$ cat src/rtl/lob_pkg.sv
// shared types, codes and constants of the limit order book
package lob_pkg;

    // default geometry of the book
    localparam int TICKERS_DEF          = 4;
    localparam int PRICE_LEVELS_DEF     = 1024;
    localparam int ORDERS_PER_LEVEL_DEF = 16;

    // fixed field widths
    localparam int ID_WIDTH  = 16;
    localparam int OP_W      = 2;
    localparam int TICKER_W  = 2;
    localparam int PRICE_W   = 10;
    localparam int STATUS_W  = 3;

    // occupancy marks are stored as words of this many levels
    localparam int OCC_W     = 32;
    localparam int OCC_BIT_W = 5;

    typedef enum logic [OP_W-1:0] {
        OP_ADD,
        OP_FULFIL,
        OP_QUERY,
        OP_NONE
    } op_t;

    typedef enum logic [STATUS_W-1:0] {
        ST_OK,
        ST_EMPTY,
        ST_NOCROSS,
        ST_FULL,
        ST_NOTFOUND
    } status_t;

    typedef enum logic [3:0] {
        S_CLEAR,
        S_IDLE,
        S_DEC,
        S_RDCNT,
        S_ADD,
        S_F_RD,
        S_F_CMP,
        S_SH_RD,
        S_SH_WR,
        S_F_END,
        S_QRD,
        S_QCHK,
        S_QCMP,
        S_FIN
    } state_t;

    // commands from the controller to the datapath
    typedef struct packed {
        logic    load_in;
        logic    clr_step;
        logic    cnt_rd;
        logic    cnt_inc;
        logic    cnt_dec;
        logic    occ_rd_lvl;
        logic    occ_rd_scan;
        logic    occ_set;
        logic    occ_clr;
        logic    cap_count;
        logic    idx_clr;
        logic    idx_inc;
        logic    q_rd_idx;
        logic    q_rd_next;
        logic    q_wr_add;
        logic    q_wr_shift;
        logic    ptr_init;
        logic    ptr_step;
        logic    best_load;
        logic    stat_load;
        logic    best_keep;
        status_t stat_code;
        logic    out_load;
    } lob_cmd_t;

    // status from the datapath to the controller
    typedef struct packed {
        logic clr_done;
        op_t  op;
        logic in_book;
        logic ticker_ok;
        logic count_full;
        logic idx_at_count;
        logic next_at_count;
        logic count_one;
        logic match;
        logic scan_hit;
        logic scan_last;
        logic cross_ok;
    } lob_sts_t;

endpackage

$ cat src/rtl/lob_ctrl.sv
// controller state machine of the limit order book
module lob_ctrl (
    input  logic              clk,
    input  logic              rst_n,
    input  logic              in_valid,
    output logic              in_ready,
    output logic              out_valid,
    input  logic              out_ready,
    output lob_pkg::lob_cmd_t cmd,
    input  lob_pkg::lob_sts_t sts
);
    import lob_pkg::*;

    state_t state_reg, state_next;
    logic   out_valid_reg, out_valid_next;

    // state and result valid registers
    always_ff @(posedge clk or negedge rst_n)
    begin
        if (!rst_n)
        begin
            state_reg     <= S_CLEAR;
            out_valid_reg <= 1'b0;
        end
        else
        begin
            state_reg     <= state_next;
            out_valid_reg <= out_valid_next;
        end
    end

    assign out_valid = out_valid_reg;

    // next state and commands
    always_comb
    begin
        cmd            = '0;
        cmd.stat_code  = ST_OK;
        state_next     = state_reg;
        in_ready       = 1'b0;
        out_valid_next = out_valid_reg && !out_ready;
        unique case (state_reg)
            S_CLEAR:
            begin
                cmd.clr_step = !sts.clr_done;
                if (sts.clr_done)
                    state_next = S_IDLE;
            end
            S_IDLE:
            begin
                in_ready = 1'b1;
                if (in_valid)
                begin
                    cmd.load_in = 1'b1;
                    cmd.idx_clr = 1'b1;
                    state_next  = S_DEC;
                end
            end
            S_DEC:
            begin
                unique case (sts.op)
                    OP_ADD, OP_FULFIL:
                    begin
                        if (!sts.in_book)
                        begin
                            cmd.stat_load = 1'b1;
                            cmd.stat_code = (sts.op == OP_ADD) ? ST_FULL : ST_NOTFOUND;
                            state_next    = S_FIN;
                        end
                        else
                        begin
                            cmd.cnt_rd     = 1'b1;
                            cmd.occ_rd_lvl = 1'b1;
                            state_next     = S_RDCNT;
                        end
                    end
                    OP_QUERY:
                    begin
                        if (!sts.ticker_ok)
                        begin
                            cmd.stat_load = 1'b1;
                            cmd.stat_code = ST_EMPTY;
                            state_next    = S_FIN;
                        end
                        else
                        begin
                            cmd.ptr_init = 1'b1;
                            state_next   = S_QRD;
                        end
                    end
                    OP_NONE:
                    begin
                        cmd.stat_load = 1'b1;
                        cmd.stat_code = ST_OK;
                        state_next    = S_FIN;
                    end
                endcase
            end
            S_RDCNT:
            begin
                cmd.cap_count = 1'b1;
                state_next    = (sts.op == OP_ADD) ? S_ADD : S_F_RD;
            end
            S_ADD:
            begin
                cmd.stat_load = 1'b1;
                if (sts.count_full)
                    cmd.stat_code = ST_FULL;
                else
                begin
                    cmd.q_wr_add  = 1'b1;
                    cmd.cnt_inc   = 1'b1;
                    cmd.occ_set   = 1'b1;
                    cmd.stat_code = ST_OK;
                end
                state_next = S_FIN;
            end
            S_F_RD:
            begin
                if (sts.idx_at_count)
                begin
                    cmd.stat_load = 1'b1;
                    cmd.stat_code = ST_NOTFOUND;
                    state_next    = S_FIN;
                end
                else
                begin
                    cmd.q_rd_idx = 1'b1;
                    state_next   = S_F_CMP;
                end
            end
            S_F_CMP:
            begin
                if (sts.match)
                    state_next = S_SH_RD;
                else
                begin
                    cmd.idx_inc = 1'b1;
                    state_next  = S_F_RD;
                end
            end
            S_SH_RD:
            begin
                if (sts.next_at_count)
                    state_next = S_F_END;
                else
                begin
                    cmd.q_rd_next = 1'b1;
                    state_next    = S_SH_WR;
                end
            end
            S_SH_WR:
            begin
                cmd.q_wr_shift = 1'b1;
                cmd.idx_inc    = 1'b1;
                state_next     = S_SH_RD;
            end
            S_F_END:
            begin
                cmd.cnt_dec   = 1'b1;
                cmd.occ_clr   = sts.count_one;
                cmd.stat_load = 1'b1;
                cmd.stat_code = ST_OK;
                state_next    = S_FIN;
            end
            S_QRD:
            begin
                cmd.occ_rd_scan = 1'b1;
                state_next      = S_QCHK;
            end
            S_QCHK:
            begin
                if (sts.scan_hit)
                begin
                    cmd.best_load = 1'b1;
                    state_next    = S_QCMP;
                end
                else if (sts.scan_last)
                begin
                    cmd.stat_load = 1'b1;
                    cmd.stat_code = ST_EMPTY;
                    state_next    = S_FIN;
                end
                else
                begin
                    cmd.ptr_step = 1'b1;
                    state_next   = S_QRD;
                end
            end
            S_QCMP:
            begin
                cmd.stat_load = 1'b1;
                cmd.best_keep = sts.cross_ok;
                cmd.stat_code = sts.cross_ok ? ST_OK : ST_NOCROSS;
                state_next    = S_FIN;
            end
            S_FIN:
            begin
                if (!out_valid_reg || out_ready)
                begin
                    cmd.out_load   = 1'b1;
                    out_valid_next = 1'b1;
                    state_next     = S_IDLE;
                end
            end
            default:
            begin
                state_next = S_IDLE;
            end
        endcase
    end

endmodule

$ cat config.mk
export PLATFORM = sky130hd
export DESIGN_NAME = lob_ctrl
export DESIGN_NICKNAME = d
export VERILOG_FILES = /design/src/rtl/lob_pkg.sv /design/src/rtl/lob_ctrl.sv
export SDC_FILE = /design/constraint.sdc
export NUM_CORES = 1
export LEC_CHECK = 0
export ABC_AREA = 1
export BUFFER_PORTS_ARGS = -buffer_cell sky130_fd_sc_hd__buf_4
export CORE_UTILIZATION = 41
export DETAILED_ROUTE_END_ITERATION = 7
export GPL_ROUTABILITY_DRIVEN = 0
export PLACE_DENSITY = 0.84
export SLEW_MARGIN = 20
export SYNTH_ARGS = -nofsm -noshare
export SYNTH_HDL_FRONTEND = slang
export SYNTH_SLANG_ARGS = --single-unit
$ cat constraint.sdc
create_clock -name clk -period 1.4 [get_ports clk]
set_input_delay 0.21 -clock clk [delete_from_list [all_inputs] [get_ports clk]]
set_output_delay 0.21 -clock clk [all_outputs]
set_load 0.01 [all_outputs]
* Yosys cells after proc, flatten, opt, wreduce, memory -nomap -nowiden
Index checks and enable logic that the tools add are counted.
** Word-level totals
- Register bits :: 5
- Input port bits :: 17
- Output and inout bits :: 27
- Word-level logic and storage cells :: 93
** Operators by class
- Eq/ne operators :: 19
- Multiplexer cells :: 62
- Reductions and logical operators :: 10
** Operators by type and width (count)
- $pmux 4 s12 :: 1
- $mux 1 :: 40
- $eq 4x4->1 const B :: 6
- $mux 4 :: 6
- $eq 4x3->1 const B :: 4
- $mux 3 :: 5
- $pmux 3 s5 :: 1
- $pmux 4 s3 :: 1
- $pmux 3 s3 :: 1
- $eq 4x2->1 const B :: 2
- $mux 2 :: 4
- $ne 2x2->1 const B :: 3
- $eq 2x2->1 const B :: 2
- $eq 4x1->1 const B :: 1
- $logic_not 4->1 :: 1
- $pmux 1 s4 :: 1
- $logic_not 1->1 :: 3
- $pmux 1 s3 :: 1
- $reduce_and 3->1 :: 1
- $reduce_or 3->1 :: 1
- $eq 2x1->1 const B :: 1
- $logic_not 2->1 :: 1
- $pmux 1 s2 :: 1
- $reduce_or 2->1 :: 1
- other kinds (2) :: 2

* Logic depth before layout (Yosys ltp)
- Depth in word-level cells :: 5
- Mapped depth :: 9
- Depth with buffers taken out :: 9

* Least setup slack after synthesis
Ideal clock, no wire load.
- Path kind :: flip-flop to output port
- Start point :: register state_reg[1]
- End point :: output cmd[17] in the netlist's numbering
- Arrival :: 1.197 ns
- Required time :: 1.190 ns
- Slack :: -0.007 ns
- Cell stages (with the launch flop) :: 5
- Buffers on the path :: 1
- Path through :: dfrtp_1 -> nor2_1 -> nand2_1 -> nor2_1 -> buf_4
** RTL lines
- start, declared :: RTL line lob_ctrl.sv:14 : state_t state_reg, state_next;
- start signal, assigned :: RTL line lob_ctrl.sv:27 : state_reg <= state_next;
- end, declared :: RTL line lob_ctrl.sv:9 : output lob_pkg::lob_cmd_t cmd,

==> out/qor.txt <==
Syn_nets: 145
Hold WC Path Type: in -> reg
Layout filler cell count: 50
Synth top area cells: nand2_1 (21%), dfrtp_1 (19%), inv_1 (15%)
# diodes: 0
ANT nets after route: 0
Synth Instances: 128
Area grow syn2layout: 113%
Iteration count of the initial detailed-routing pass: 6
CTS tree: done
WL final: 4210 µm
Rel. slew slack: 0.774
Synthesized area per cell: 5.19 µm²
Worst setup margin: -488 ps
Startpoint types: flip-flop
Initial antenna violation count: 0
LEAKAGE: 0.821 nW
CP max FO: 5
Cells along the critical path: nor2_2 -> nand2_2 -> nor2_1 -> a31oi_1 -> o211ai_1 -> buf_4
Clock buffer depth: 2
Starting DRT DRC Count: 138
Final hold slack: 248 ps
Seq cells post-synth: 5
Total number of vias: 1309
Mapped Area: 664 µm²
RSZ-0062 raised after global routing: yes
CTS clock-pin slew for the worst setup and hold paths: 50 ps
Initial core utilization: 0.441
Crit path DAT: 1680 ps
Yosys top cell by area: nand2_1
Yosys warns: 0
Core Util, Final: 0.940
Worst EP required: 1190 ps
Num ports: 44
CP top delay family: simple AND/OR/NAND/NOR gates
Max reg flops: 4
Chip height: 42.3 µm
Die X-Extent: 42.3 µm
Max incr delay on CP: 470 ps
Detailed Place HPWL: 1920 µm
Total grt overflow: 0
Final nets: 213
Failing checks: negative setup slack
Crit-path slowest cell: dfrtp_2
GRT Resource Usage Total: 0.332
Peak VDD IR: 1690 µV
Power density cells: 2110 mW/mm²
Core Box Area: 0.00151 mm²
Worst-Skew Late Latency: 250 ps
First-pass GRT wire length: 4580 µm
DR vias/cell: 6.20
Final period utilization: 1.35
Routed len/inst: 20.0 µm
Root Driver: clkbuf_4
Status: complete, but fails checks
Synth top area share: 0.209
FMAX: 0.530 GHz
H-tree depth: 1
Worst path buffer plus inverter count: 1
CP Capture Type: output port
Site Rows: 14
Crit Path Category: reg -> out
Total clock buffers created by CTS: 3
Minimum clock period: 1890 ps
Clk_skew: 0.261 ps
Drt drc: 0
Max Cap Violations: 0
Worst slack at placement: -92.2 ps
Fraction of layout cells with a size suffix above 1: 0.564
Die area: 0.00179 mm²
Synth unique cells: 17
Port Buf Inserts: 43
Storage cell area: 129 µm²
Slew @ Worst Pin: 335 ps
Max-slew violations: 0
Setup violators final: 30
Largest net degree at the start of global routing: 6
Register area share after synthesis: 0.188
Hold Violations, Final: 0
Number of global-route vias before repair: 1120
Area occupied by multi-input gates: 576 µm²
TritonCTS sink count: 5
## tightest hold or removal path, cell delays in order
cell     delay, ps
buf_4           80
inv_1           60
nand2_1         60
nand2_1         50
## kinds of logic (layout without fill, tap and decap cells)
family,after synthesis,count (layout),share of synthesized area
AND/OR/NAND/NOR,79,79,0.505
buffers and inverters,31,98,0.198
flip-flops,5,5,0.188
AO/OA/AOI/OAI,13,13,0.109
## final cells by class
type                            count  area share
Clock buffer                        3      0.0159
Timing Repair Buffer               67       0.394
Clock inverter                      1     0.00353
Sequential cell                     5      0.0910
Tap cell                           16      0.0141
Inverter                           27      0.0751
Multi-Input combinational cell     92       0.406
## power by group
part / leakage, nW / total (mW) / switching [mW] / internal [mW]
Clock: 0.0177 / 0.173 / 0.0689 / 0.104
Sequential: 0.0587 / 0.370 / 0.142 / 0.228
Combinational: 0.745 / 2.44 / 1.41 / 1.03
Total: 0.821 / 2.99 / 1.62 / 1.36
## metrics by stage
step           total power [mW]  instance area (µm²)  setup TNS [ps]  instances
5_1_grt                    3.07                 1420           -7450        211
2_1_floorplan              1.09                  667               0        128
6_report                   2.99                 1420           -6690        211
3_3_place_gp               1.81                 1080           -5.31        197
4_1_cts                    2.32                 1270           -3150        207
3_5_place_dp               1.83                 1080            -134        197
## path summary, 6_finish.rpt
| check | startpoint | end | slack [ps] | cells after the start |
|---|---|---|---|---|
| max | state_reg[0]$_DFFE_PN0P_ | cmd[1] | -490 | 6 |
| min in group asynchronous | rst_n | out_valid$_DFF_PN0_ | 300 | 2 |
| min reg2reg | out_valid$_DFF_PN0_ | out_valid$_DFF_PN0_ | 580 | 2 |
| max in group asynchronous | rst_n | state_reg[0]$_DFFE_PN0P_ | 990 | 2 |
| max reg2reg | state_reg[0]$_DFFE_PN0P_ | state_reg[0]$_DFFE_PN0P_ | -320 | 9 |
| min | out_ready | out_valid$_DFF_PN0_ | 250 | 4 |
## Yosys cell counts
cell type / instances
nand3b_1: 3
buf_4: 4
nand3_1: 7
a31oi_1: 1
o211ai_1: 1
nand4_1: 2
nor3_1: 3
nand2_1: 37
inv_2: 1
o32ai_1: 1
dfrtp_1: 5
o21ai_0: 4
nor2_2: 2
nand2_2: 2
a21oi_1: 6
inv_1: 26
nor2_1: 23
## cell usage in the layout (no fill, tap or decap), types with 2 or more instances in the layout
master and count:
buf_4 52, dfrtp_2 3, inv_1 20, a21oi_1 4, dfrtp_1 2, o21ai_1 2
nor2_1 14, inv_4 2, o21ai_0 2, buf_6 14, nor2_4 7, nand2_1 27
nand3_2 2, clkbuf_4 3, nand4_1 2, nand2_2 7, nor2_2 4, nand3b_1 3
nand2_4 5, nand3_1 5, inv_2 5
## routing by layer
| metal | vias up | share of wire | GRT usage |
|---|---|---|---|
| met3 | 52 | 0.13 | 0.0345 |
| met1 | 574 | 0.33 | 0.379 |
| met4 | 0 | 0.086 | 0.281 |
| li1 | 523 | - | - |
| met5 | - | 0 | 0 |
| met2 | 160 | 0.45 | 0.548 |
## timing repair
item / in CTS / in global routing
endpoints found under the setup margin: 27 / 30
gates resized for setup: 36 / 31
setup buffers: 5 / 4
pin swaps: 3 / 5
hold buffers: 1 / 0
hold endpoints to repair: 5 / 0
Note: power is estimated with default switching activity, not from simulation.
